[config.mk]
export PLATFORM = sky130hd
export DESIGN_NAME = imu_frame_crc16_decoder
export DESIGN_NICKNAME = d
export VERILOG_FILES = /design/src/sv/ifcd_pkg.sv /design/src/sv/ifcd_ram.sv /design/src/sv/imu_frame_crc16_decoder.sv
export VERILOG_INCLUDE_DIRS = /design/src /design/src/sv
export SDC_FILE = /design/constraint.sdc
export NUM_CORES = 1
export LEC_CHECK = 0
export ABC_AREA = 1
export ABC_CLOCK_PERIOD_IN_PS = 13200
export BUFFER_PORTS_ARGS = -buffer_cell sky130_fd_sc_hd__buf_2
export CAP_MARGIN = 20
export CORE_ASPECT_RATIO = 0.8
export CORE_MARGIN = 4
export CORE_UTILIZATION = 41
export DETAILED_ROUTE_END_ITERATION = 10
export SLEW_MARGIN = 20
export SYNTH_ARGS = -nofsm -noshare
export SYNTH_HDL_FRONTEND = slang
export SYNTH_SLANG_ARGS = --single-unit
[constraint.sdc]
create_clock -name clk_i -period 13.2 [get_ports clk_i]
set_clock_uncertainty 0.15 [all_clocks]
set_input_delay 2.64 -clock clk_i [delete_from_list [all_inputs] [get_ports clk_i]]
set_output_delay 2.64 -clock clk_i [all_outputs]
set_load 0.02 [all_outputs]
[src/sv/imu_frame_crc16_decoder_macros.svh]
// ----------------------------------------------------------------------------
// IMU frame decoder assertion macros
// Clocked implication checks with reset disable, same-cycle and next-cycle.
// ----------------------------------------------------------------------------
`ifndef IMU_FRAME_CRC16_DECODER_MACROS_SVH
`define IMU_FRAME_CRC16_DECODER_MACROS_SVH

// antecedent implies consequent in the same cycle
`define IFCD_ASSERT_NOW(lbl, clk, rstn, ante, cons, msg) \
  lbl: assert property (@(posedge clk) disable iff (!rstn) (ante) |-> (cons)) \
    else $error(msg);

// antecedent implies consequent in the next cycle
`define IFCD_ASSERT_NXT(lbl, clk, rstn, ante, cons, msg) \
  lbl: assert property (@(posedge clk) disable iff (!rstn) (ante) |=> (cons)) \
    else $error(msg);

`endif

[src/sv/ifcd_pkg.sv]
// ----------------------------------------------------------------------------
// IMU frame decoder package
// Sizes, status codes, register map, FSM type and the CRC-16 byte step.
// ----------------------------------------------------------------------------
package ifcd_pkg;

  localparam int MAX_PAYLOAD_BYTES = 256;
  localparam int RECORD_BYTES      = 76;
  localparam int WORDS             = RECORD_BYTES / 4;
  localparam int WADDR_W           = $clog2(WORDS);
  localparam int CNT_W             = $clog2(MAX_PAYLOAD_BYTES + 1);

  localparam logic [2:0] HDR_LAST = 3'd5;

  localparam logic [15:0] CRC_POLY = 16'h1021;

  localparam logic [2:0] STS_OK    = 3'd0;
  localparam logic [2:0] STS_SHORT = 3'd1;
  localparam logic [2:0] STS_BAD   = 3'd2;
  localparam logic [2:0] STS_TRUNC = 3'd3;
  localparam logic [2:0] STS_CRC   = 3'd4;

  // register index, decoded from paddr[3:2]
  localparam logic [1:0] REG_SYNC0 = 2'd0;
  localparam logic [1:0] REG_SYNC1 = 2'd1;
  localparam logic [1:0] REG_TAG   = 2'd2;
  localparam logic [1:0] REG_CHK   = 2'd3;

  localparam logic [3:0] ADDR_SYNC0 = {REG_SYNC0, 2'b00};
  localparam logic [3:0] ADDR_SYNC1 = {REG_SYNC1, 2'b00};
  localparam logic [3:0] ADDR_TAG   = {REG_TAG, 2'b00};
  localparam logic [3:0] ADDR_CHK   = {REG_CHK, 2'b00};

  localparam logic [7:0] RST_SYNC0 = 8'h5A;
  localparam logic [7:0] RST_SYNC1 = 8'hA5;
  localparam logic [7:0] RST_TAG   = 8'h91;

  typedef enum logic [1:0] {
    ST_RUN,
    ST_READ,
    ST_LOAD
  } state_e;

  // CRC-16/XMODEM, MSB first, one byte
  function automatic logic [15:0] crc16_step(input logic [15:0] crc, input logic [7:0] b);
    logic [15:0] c;
    c = crc ^ {b, 8'h00};
    for (int k = 0; k < 8; k++) begin
      if (c[15]) begin
        c = {c[14:0], 1'b0} ^ CRC_POLY;
      end else begin
        c = {c[14:0], 1'b0};
      end
    end
    return c;
  endfunction

endpackage

[src/sv/ifcd_ram.sv]
// ----------------------------------------------------------------------------
// Generic RAM
// One write port, one read port, read data registered.
// ----------------------------------------------------------------------------
module ifcd_ram #(
  parameter int WIDTH = 32,
  parameter int DEPTH = 19
) (
  input  logic                     clk_i,
  input  logic                     we_i,
  input  logic [$clog2(DEPTH)-1:0] waddr_i,
  input  logic [WIDTH-1:0]         wdata_i,
  input  logic                     re_i,
  input  logic [$clog2(DEPTH)-1:0] raddr_i,
  output logic [WIDTH-1:0]         rdata_o
);

  logic [WIDTH-1:0] mem_q [DEPTH];
  logic [WIDTH-1:0] rdata_q;

  always_ff @(posedge clk_i) begin
    if (we_i) begin
      mem_q[waddr_i] <= wdata_i;
    end
    if (re_i) begin
      rdata_q <= mem_q[raddr_i];
    end
  end

  assign rdata_o = rdata_q;

endmodule

[src/sv/imu_frame_crc16_decoder.sv]
// ----------------------------------------------------------------------------
// IMU frame CRC-16 decoder
// Parses sync/length/CRC framed records byte by byte, checks CRC-16/XMODEM
// and emits the 76-byte sample record as 19 words, or a single status.
// ----------------------------------------------------------------------------
//  channel  | handshake                | payload
//  ---------+--------------------------+-----------------------------------
//  in       | in_valid_i / in_stall_o  | data_byte_i, end_of_buffer_i
//  out      | out_valid_o / out_stall_i| status_o, word_index_o,
//           |                          | word_value_o, last_o
//  cfg      | APB psel/penable/pready  | paddr, pwdata, prdata
//
//  One byte per cycle through header and payload while the input is not
//  stalled; a status appears in the cycle after its byte. A good frame drains
//  the record RAM word by word (one RAM read then one output load per word), input held.
//  Input stalls while a result waits in the output register under stall.
//  Reset clears control and config; the record RAM needs no clearing.
// ----------------------------------------------------------------------------
`include "imu_frame_crc16_decoder_macros.svh"

module imu_frame_crc16_decoder (
  input  logic        clk_i,
  input  logic        rst_ni,
  input  logic        in_valid_i,
  output logic        in_stall_o,
  input  logic [7:0]  data_byte_i,
  input  logic        end_of_buffer_i,
  output logic        out_valid_o,
  input  logic        out_stall_i,
  output logic [2:0]  status_o,
  output logic [4:0]  word_index_o,
  output logic [31:0] word_value_o,
  output logic        last_o,
  input  logic        psel,
  input  logic        penable,
  input  logic        pwrite,
  input  logic [3:0]  paddr,
  input  logic [31:0] pwdata,
  output logic [31:0] prdata,
  output logic        pready
);

  localparam int CW = ifcd_pkg::CNT_W;
  localparam int AW = ifcd_pkg::WADDR_W;
  localparam logic [AW-1:0] LAST_IDX = AW'(ifcd_pkg::WORDS - 1);

  // configuration
  logic [7:0] sync0_q, sync1_q, tag_q;
  logic       chk_q;
  logic       cfg_wr;

  assign pready = 1'b1;
  assign cfg_wr = psel && penable && pwrite;

  always_ff @(posedge clk_i or negedge rst_ni) begin
    if (!rst_ni) begin
      sync0_q <= ifcd_pkg::RST_SYNC0;
      sync1_q <= ifcd_pkg::RST_SYNC1;
      tag_q   <= ifcd_pkg::RST_TAG;
      chk_q   <= 1'b1;
    end else if (cfg_wr) begin
      if (paddr[3:2] == ifcd_pkg::REG_SYNC0) sync0_q <= pwdata[7:0];
      if (paddr[3:2] == ifcd_pkg::REG_SYNC1) sync1_q <= pwdata[7:0];
      if (paddr[3:2] == ifcd_pkg::REG_TAG)   tag_q   <= pwdata[7:0];
      if (paddr[3:2] == ifcd_pkg::REG_CHK)   chk_q   <= pwdata[0];
    end
  end

  always_comb begin
    prdata = '0;
    if (paddr[3:2] == ifcd_pkg::REG_SYNC0) prdata = {24'd0, sync0_q};
    if (paddr[3:2] == ifcd_pkg::REG_SYNC1) prdata = {24'd0, sync1_q};
    if (paddr[3:2] == ifcd_pkg::REG_TAG)   prdata = {24'd0, tag_q};
    if (paddr[3:2] == ifcd_pkg::REG_CHK)   prdata = {31'd0, chk_q};
  end

  // frame state
  ifcd_pkg::state_e state_q, state_d;
  logic [2:0]    pos_q, pos_d;
  logic          inpay_q, inpay_d;
  logic [CW-1:0] cnt_q, cnt_d, cnt_inc;
  logic [15:0]   len_q, len_d;
  logic [15:0]   crc_q, crc_d, crc_new;
  logic [15:0]   rcrc_q, rcrc_d;
  logic          sbad_q, sbad_d;
  logic          skip_q, skip_d;
  logic [7:0]    first_q, first_d, first_now;
  logic [23:0]   asm_q, asm_d;
  logic [AW-1:0] idx_q, idx_d;

  logic          acc, out_free, clear;
  logic          res_valid, go_emit, word_load, rd_en, we;
  logic [2:0]    res_status;
  logic [AW-1:0] wr_addr;
  logic [31:0]   wr_data, rd_data;

  assign acc      = in_valid_i && !in_stall_o;
  assign out_free = !out_valid_o || !out_stall_i;
  assign cnt_inc  = cnt_q + 1'b1;
  assign crc_new  = ifcd_pkg::crc16_step((pos_q == 3'd0 && !inpay_q) ? 16'd0 : crc_q,
                                         data_byte_i);
  assign first_now = (cnt_q == '0) ? data_byte_i : first_q;
  assign wr_addr   = AW'(cnt_q >> 2);
  assign wr_data   = {data_byte_i, asm_q};

  always_comb begin
    pos_d      = pos_q;
    inpay_d    = inpay_q;
    cnt_d      = cnt_q;
    len_d      = len_q;
    crc_d      = crc_q;
    rcrc_d     = rcrc_q;
    sbad_d     = sbad_q;
    skip_d     = skip_q;
    first_d    = first_q;
    asm_d      = asm_q;
    res_valid  = 1'b0;
    res_status = ifcd_pkg::STS_OK;
    go_emit    = 1'b0;
    clear      = 1'b0;
    we         = 1'b0;
    if (acc) begin
      if (skip_q) begin
        if (end_of_buffer_i) begin
          skip_d = 1'b0;
          clear  = 1'b1;
        end
      end else if (!inpay_q) begin
        unique case (pos_q)
          3'd0: begin
            sbad_d = (data_byte_i != sync0_q);
            crc_d  = crc_new;
          end
          3'd1: begin
            sbad_d = sbad_q || (data_byte_i != sync1_q);
            crc_d  = crc_new;
          end
          3'd2: begin
            len_d = {8'd0, data_byte_i};
            crc_d = crc_new;
          end
          3'd3: begin
            len_d = {data_byte_i, len_q[7:0]};
            crc_d = crc_new;
          end
          3'd4: rcrc_d = {8'd0, data_byte_i};
          default: rcrc_d = {data_byte_i, rcrc_q[7:0]};
        endcase
        if (pos_q < ifcd_pkg::HDR_LAST) begin
          pos_d = pos_q + 3'd1;
          if (end_of_buffer_i) begin
            res_valid  = 1'b1;
            res_status = ifcd_pkg::STS_SHORT;
            clear      = 1'b1;
          end
        end else if (sbad_q || len_q == 16'd0 ||
                     len_q > 16'(ifcd_pkg::MAX_PAYLOAD_BYTES)) begin
          res_valid  = 1'b1;
          res_status = ifcd_pkg::STS_BAD;
          clear      = 1'b1;
          skip_d     = !end_of_buffer_i;
        end else begin
          inpay_d = 1'b1;
          cnt_d   = '0;
          if (end_of_buffer_i) begin
            res_valid  = 1'b1;
            res_status = ifcd_pkg::STS_TRUNC;
            clear      = 1'b1;
          end
        end
      end else begin
        crc_d   = crc_new;
        cnt_d   = cnt_inc;
        first_d = first_now;
        asm_d   = {data_byte_i, asm_q[23:8]};
        // a full little-endian word lands on every fourth record byte
        we      = (cnt_q < CW'(ifcd_pkg::RECORD_BYTES)) && (cnt_q[1:0] == 2'd3);
        if (16'(cnt_inc) != len_q) begin
          if (end_of_buffer_i) begin
            res_valid  = 1'b1;
            res_status = ifcd_pkg::STS_TRUNC;
            clear      = 1'b1;
          end
        end else if (chk_q && crc_new != rcrc_q) begin
          res_valid  = 1'b1;
          res_status = ifcd_pkg::STS_CRC;
          clear      = 1'b1;
          skip_d     = !end_of_buffer_i;
        end else if (len_q < 16'(ifcd_pkg::RECORD_BYTES) || first_now != tag_q) begin
          res_valid  = 1'b1;
          res_status = ifcd_pkg::STS_BAD;
          clear      = 1'b1;
          skip_d     = !end_of_buffer_i;
        end else begin
          go_emit = 1'b1;
          clear   = 1'b1;
          skip_d  = !end_of_buffer_i;
        end
      end
    end
    if (clear) begin
      pos_d   = '0;
      inpay_d = 1'b0;
      cnt_d   = '0;
      len_d   = '0;
      crc_d   = '0;
      rcrc_d  = '0;
      sbad_d  = 1'b0;
    end
  end

  // next state
  always_comb begin
    state_d = state_q;
    unique case (state_q)
      ifcd_pkg::ST_RUN:  if (go_emit) state_d = ifcd_pkg::ST_READ;
      ifcd_pkg::ST_READ: state_d = ifcd_pkg::ST_LOAD;
      ifcd_pkg::ST_LOAD: begin
        if (out_free) begin
          state_d = (idx_q == LAST_IDX) ? ifcd_pkg::ST_RUN : ifcd_pkg::ST_READ;
        end
      end
      default: state_d = ifcd_pkg::ST_RUN;
    endcase
  end

  // FSM outputs
  always_comb begin
    in_stall_o = 1'b1;
    rd_en      = 1'b0;
    word_load  = 1'b0;
    unique case (state_q)
      ifcd_pkg::ST_RUN:  in_stall_o = out_valid_o && out_stall_i;
      ifcd_pkg::ST_READ: rd_en = 1'b1;
      ifcd_pkg::ST_LOAD: word_load = out_free;
      default: in_stall_o = 1'b1;
    endcase
  end

  always_comb begin
    idx_d = idx_q;
    if (go_emit) begin
      idx_d = '0;
    end else if (word_load) begin
      idx_d = idx_q + 1'b1;
    end
  end

  ifcd_ram #(
    .WIDTH(32),
    .DEPTH(ifcd_pkg::WORDS)
  ) u_rec_ram (
    .clk_i   (clk_i),
    .we_i    (we),
    .waddr_i (wr_addr),
    .wdata_i (wr_data),
    .re_i    (rd_en),
    .raddr_i (idx_q),
    .rdata_o (rd_data)
  );

  always_ff @(posedge clk_i or negedge rst_ni) begin
    if (!rst_ni) begin
      state_q <= ifcd_pkg::ST_RUN;
      pos_q   <= '0;
      inpay_q <= 1'b0;
      cnt_q   <= '0;
      len_q   <= '0;
      crc_q   <= '0;
      rcrc_q  <= '0;
      sbad_q  <= 1'b0;
      skip_q  <= 1'b0;
      idx_q   <= '0;
      out_valid_o <= 1'b0;
    end else begin
      state_q <= state_d;
      pos_q   <= pos_d;
      inpay_q <= inpay_d;
      cnt_q   <= cnt_d;
      len_q   <= len_d;
      crc_q   <= crc_d;
      rcrc_q  <= rcrc_d;
      sbad_q  <= sbad_d;
      skip_q  <= skip_d;
      idx_q   <= idx_d;
      if (res_valid || word_load) begin
        out_valid_o <= 1'b1;
      end else if (!out_stall_i) begin
        out_valid_o <= 1'b0;
      end
    end
  end

  always_ff @(posedge clk_i) begin
    first_q <= first_d;
    asm_q   <= asm_d;
    if (res_valid) begin
      status_o     <= res_status;
      word_index_o <= '0;
      word_value_o <= '0;
      last_o       <= 1'b1;
    end else if (word_load) begin
      status_o     <= ifcd_pkg::STS_OK;
      word_index_o <= 5'(idx_q);
      word_value_o <= rd_data;
      last_o       <= (idx_q == LAST_IDX);
    end
  end

  `IFCD_ASSERT_NOW(a_no_accept_over_held, clk_i, rst_ni, acc, !(out_valid_o && out_stall_i), "byte accepted while result held")
  `IFCD_ASSERT_NOW(a_no_write_in_emit, clk_i, rst_ni, we, state_q == ifcd_pkg::ST_RUN, "record write during emission")
  `IFCD_ASSERT_NXT(a_read_then_load, clk_i, rst_ni, state_q == ifcd_pkg::ST_READ, state_q == ifcd_pkg::ST_LOAD, "read not followed by load")
  `IFCD_ASSERT_NXT(a_last_word, clk_i, rst_ni, word_load && idx_q == LAST_IDX, out_valid_o && last_o, "final word not marked last")

endmodule

Yosys cells after proc, flatten, opt, wreduce, memory -nomap -nowiden
Memories as Yosys holds them, arrays and structs flattened. A register that Yosys moved wholly into a read port is not among the register bits.
Index checks and enable logic that the tools add are counted.
W data, S select, Z words.

cells by class
  multiplexer cells = 104
  order comparisons = 4
  equal/unequal tests = 25
  $add $sub $neg = 3
  reductions and logical operators = 48
  bitwise gates (word level) = 10

operator list
  cell                   count
  $mux W16               14
  $mux W13               8
  $mux W32               3
  $pmux W16 S2           2
  $mux W9                6
  $mux W1                47
  $mux W3                13
  $ne A8 B8 Y1           3
  $not A3 Y3             8
  $reduce_and A4 Y1      5
  $gt A16 B9 Y1 const B  1
  $logic_not A16 Y1      1
  $lt A16 B7 Y1 const B  1
  $mux W8                2
  $ne A16 B16 Y1         1
  $ne A9 B16 Y1          1
  $xor A16 B16 Y16       1
  $reduce_and A2 Y1      6
  $reduce_bool A2 Y1     6
  $mux W2                5
  $mux W5                2
  $reduce_and A5 Y1      2
  $add A9 B1 Y9 const B  1
  $logic_not A9 Y1       1
  other kinds (24)       54

word-level totals
  RAM bits = 608
  input port bits = 52
  memories kept = 1
  register bits = 169
  word-level logic and storage cells = 218
  output and inout bits = 76

memory list
  memory           words  width  read ports  clocked after Yosys merged registers in  write ports  line            RTL
  u_rec_ram.mem_q  19     32     1           1                                        1            ifcd_ram.sv:18  logic [WIDTH-1:0] mem_q [DEPTH];

Depth between registers and ports, before layout
  word-level depth = 29
  depth in mapped cells = 22
  mapped depth without buffers = 20

Modules after synthesis
A second synthesis with hierarchy kept.

second synthesis, totals
  cell total of the unflattened synthesis = 3614
  area, all modules = 36023.3 µm²

by module, submodules not included
  module                   area an instance (µm²)  sequential area each (µm²)  cells an instance  instances
  ifcd_ram                 26819.5                 19218.4                     2435               1
  imu_frame_crc16_decoder  9203.8                  4229.1                      1179               1

Worst setup path after synthesis
OpenSTA, ideal clock, no wires.

  path type = in2reg
  start point = input port out_stall_i
  end point = memory u_rec_ram.mem_q[0][0], enable pin
  stages = 9
  path buffers = 0
  library setup time = 0.421 ns
  data arrival time = 6.451 ns
  data required time = 12.629 ns
  path slack = 6.178 ns
  cells stage by stage = nand2_1 nand3_1 nor2_1 inv_1 nor2_1 nand4_1 nor2_1 nand2_1 nor2_1

on the way
  longest elaborated chain between the ends = 7

ends and longest elaborated chain
  element                        line                            RTL
  start, declared                imu_frame_crc16_decoder.sv:29   input logic out_stall_i,
  $logic_and A1 B1 Y1            imu_frame_crc16_decoder.sv:233  ifcd_pkg::ST_RUN: in_stall_o = out_valid_o && out_stall_i;
  $mux W1                        imu_frame_crc16_decoder.sv:232  unique case (state_q)
  $logic_not A1 Y1               imu_frame_crc16_decoder.sv:97   assign acc = in_valid_i && !in_stall_o;
  $logic_and A1 B1 Y1            imu_frame_crc16_decoder.sv:97
  $mux W1                        imu_frame_crc16_decoder.sv:122  if (acc) begin
  $mux W1                        ifcd_ram.sv:22                  if (we_i) begin
  $mux W1 (not written as such)  ifcd_ram.sv:23                  mem_q[waddr_i] <= wdata_i;
  end, declared                  ifcd_ram.sv:18

Every way passes these cells.

Worst setup path in the final report
  start point = input port paddr[3]
  end point = output port prdata[0]

on the way
  longest elaborated chain between the ends = 5
  elaborated cells between the ends (all ways) = 8
  classes of those cells = 3 x eq/ne; 4 x mux; 1 x reduce/logical

ends and longest elaborated chain
  element           line                           RTL
  start, declared   imu_frame_crc16_decoder.sv:37  input logic [3:0] paddr,
  $logic_not A2 Y1  imu_frame_crc16_decoder.sv:71  if (paddr[3:2] == ifcd_pkg::REG_SYNC0) prdata = {24'd0, sync0_q};
  $mux W8           imu_frame_crc16_decoder.sv:71
  $mux W32          imu_frame_crc16_decoder.sv:72  if (paddr[3:2] == ifcd_pkg::REG_SYNC1) prdata = {24'd0, sync1_q};
  $mux W32          imu_frame_crc16_decoder.sv:73  if (paddr[3:2] == ifcd_pkg::REG_TAG) prdata = {24'd0, tag_q};
  $mux W32 (*)      imu_frame_crc16_decoder.sv:74  if (paddr[3:2] == ifcd_pkg::REG_CHK) prdata = {31'd0, chk_q};
  end, declared     imu_frame_crc16_decoder.sv:39  output logic [31:0] prdata,

Mark *: on every way between the ends. The rest lies on a longest branch, timed or not.

==> flow_metrics.env <==
export IMPL_worstPathArrival_ps=3720
export IMPL_slew_headroom=0.151
export IMPL_synth_most_common_cell="edfxtp_1"
export IMPL_fp_row_count=93
export IMPL_drt_wl_total_um=89900
export IMPL_worstHoldPathType="reg -> reg"
export IMPL_wl_per_cell_um=22.5
export IMPL_crit_type="in -> out"
export IMPL_final_layout_size_suffix_gt1_frac=0.118
export IMPL_rsz0062_at_grt="no"
export IMPL_placedCellCount=3841
export IMPL_ys_warn_count=0
export IMPL_num_io_pins=128
export IMPL_p_comb_frac=0.137
export IMPL_max_cap_viol_count=0
export IMPL_yosys_top_cells_area="edfxtp_1 (61%), dfrtp_1 (6.3%), o21ai_0 (5.0%)"
export IMPL_vias=22600
export IMPL_worst_path_max_fanout=8
export IMPL_cts_path_max_buffers=3
export IMPL_synth_top_area_share=0.606
export IMPL_final_antenna_net_count=0
export IMPL_synth_fa_ha_area_frac=0.00336
export IMPL_status="finished, final reports clean"
export IMPL_grt_pass1_wl_um=134000
export IMPL_slew_violations=0
export IMPL_clk_pin_slew_worst_paths_ps=60
export IMPL_nNetsFinal=2893
export IMPL_synth_top_family_by_area="compound AO/OA/AOI/OAI gates"
export IMPL_setup_tns_ps=0
export IMPL_ys_seq_area_frac=0.701
export IMPL_synth_avg_cell_area_um2=11.9
export IMPL_pwr_share_seq=0.477
export IMPL_area_growth_pct=12.7
export IMPL_portBuffers=76
export IMPL_p_switching_mw=1.70
export IMPL_cts_tree="built"
export IMPL_synth_mux_area_frac=0.00957
export IMPL_synth_compound_area_frac=0.122
export IMPL_post_cts_buffers=0
export IMPL_final_cells=3994
export IMPL_hold_viol=0
export IMPL_synth_ff_type="edfxtp_1"
export IMPL_ys_types=52
export IMPL_synthCells=2806
export IMPL_finalCriticalPeriod_ps=6510
export IMPL_cts_htree_levels=3
export IMPL_ys_top_cells_by_count="edfxtp_1 (675), nand2_1 (383), nor2_1 (367)"
export IMPL_syn_cell_area_mm2=0.0335
export IMPL_yosys_area_top_type="edfxtp_1"
export IMPL_overflow=0
export IMPL_cts_buffers=80
export IMPL_p_sw_frac=0.272
export IMPL_fmax_mhz=154
export IMPL_ys_ff_latch=809
export IMPL_p_clk_frac=0.386
export IMPL_antenna_found_initial=5
export IMPL_drc_errors=0
export IMPL_worstMarginPinSlew_ps=1270
export IMPL_drtIter0Drc=2253
export IMPL_initial_core_util=0.414
export IMPL_p_leak_nw=13.4
export IMPL_p_int_mw=4.56
export IMPL_start_kind="input pin"
export IMPL_crit_required_ps=10410
export IMPL_dp_hpwl_um=48800
export IMPL_post_route_period_util=0.493
export IMPL_chipWidth_um=327
export IMPL_setup_viol=0
export IMPL_synth_xor_area_share=0.00445
export IMPL_avgViaCountPerCell=5.66
export IMPL_grt_use_total=0.203
export IMPL_die_h_um=264
export IMPL_p_per_area_mw_per_mm2=166
export IMPL_routabilityCongestion=0.915
export IMPL_coreArea_mm2=0.0808
export IMPL_yosys_area_share_simple=0.120
export IMPL_cp_end_kind="output port"
export IMPL_drt_pass1_iterations=5
export IMPL_holdBufCountCts=0
export IMPL_clock_latency_ps=660
export IMPL_synth_edff_count=675
export IMPL_cts_resized=0
export IMPL_async_reset_ff_frac=0.119
export IMPL_cts_root_buf="clkbuf_16"
export IMPL_grt_pass1_vias=21500
export IMPL_grt_max_degree=182
export IMPL_dieArea_mm2=0.0863
export IMPL_peakVddDrop_mv=0.108
export IMPL_cts_sinks=809
-- flip-flops by register name (all words and copies together), names as in the netlist, 2 cells and up --
signal	cells
pos_q	3
u_rec_ram.rdata_o	32
len_q	16
status_o	3
sync0_q	8
u_rec_ram.mem_q	608
sync1_q	8
rcrc_q	16
asm_q	24
cnt_q	9
crc_q	16
word_index_o	5
state_q	2
word_value_o	32
first_q	8
idx_q	5
tag_q	8
-- critical path, stage by stage --
cell	delay, ps
buf_2	100
inv_1	50
nor2_1	410
inv_1	130
o2111ai_1	200
buf_2	190
-- area by class of cell --
class,instances,area (um^2)
clock inverters,35,577
inverters,116,447
repair buffers,112,684
fillers,7089,43000
multi-input cells,1713,8940
diodes,2,5.00
flip-flops and latches,809,23500
well taps,1092,1370
clock buffers,115,2250
-- metrics by stage --
stage / area (um^2) / setup WS [ps] / util / power, mW / hold slack, ps
2_1_floorplan: 33600 / 6180 / - / 3.66 / 284
3_3_place_gp: 34900 / 6770 / 0.432 / 3.86 / 302
3_5_place_dp: 34900 / 6710 / 0.432 / 3.89 / 303
4_1_cts: 37700 / 6700 / 0.467 / 6.30 / 318
5_1_grt: 37700 / 6570 / 0.467 / 6.54 / 327
6_report: 37700 / 6690 / 0.467 / 6.27 / 319
-- placed cells by master, fill, tap and decap left out, types with 25 or more instances in the layout --
cell type	synthesis	layout
conb_1	2	25
clkbuf_16	0	80
nand2_1	383	382
inv_1	102	98
mux2i_1	32	32
o221ai_1	100	100
dfrtp_1	84	80
buf_2	14	75
o22ai_1	38	38
buf_4	28	33
o211ai_1	35	35
o21ai_0	334	334
nand3_1	142	142
dfxtp_1	38	38
a21oi_1	58	58
edfxtp_1	675	675
nor2_1	367	346
-- final timing paths --
kind                                start          end  slack (ps)  cells past startpoint
worst max-delay path             paddr[3]    prdata[0]        6690                      6
worst min-delay path            len_q[10]    len_q[10]         320                      2
worst max register to register    inpay_q  status_o[0]        8860                     19
worst min register to register  len_q[10]    len_q[10]         320                      2
max in group asynchronous          rst_ni     crc_q[3]       10080                      2
min in group asynchronous          rst_ni     idx_q[0]        1770                      1
-- cell families after synthesis --
| family | Yosys count |
|---|---|
| simple gates | 968 |
| other cells | 2 |
| flops | 809 |
| buf+inv | 307 |
| fa+ha+maj | 9 |
| compound gates | 662 |
| mux | 32 |
| xor+xnor | 17 |
-- power groups by stage --
| stage | Combinational (mW) | Sequential [mW] | Clock, mW |
|---|---|---|---|
| floorplan | 0.658 | 3.00 | 0 |
| global placement | 0.830 | 3.03 | 0 |
| detailed placement | 0.849 | 3.04 | 0 |
| CTS | 0.853 | 2.99 | 2.46 |
| global route | 0.968 | 3.00 | 2.57 |
| finish | 0.861 | 2.99 | 2.42 |
-- per-layer routing --
| metal | GRT usage | vias up | share of wire |
|---|---|---|---|
| li1 | - | 10200 | - |
| met1 | 0.292 | 11300 | 0.44 |
| met2 | 0.316 | 926 | 0.46 |
| met3 | 0.0396 | 149 | 0.081 |
| met4 | 0.0565 | 2 | 0.025 |
| met5 | 0 | - | 0.00014 |
(Power assumes the default switching activity.)
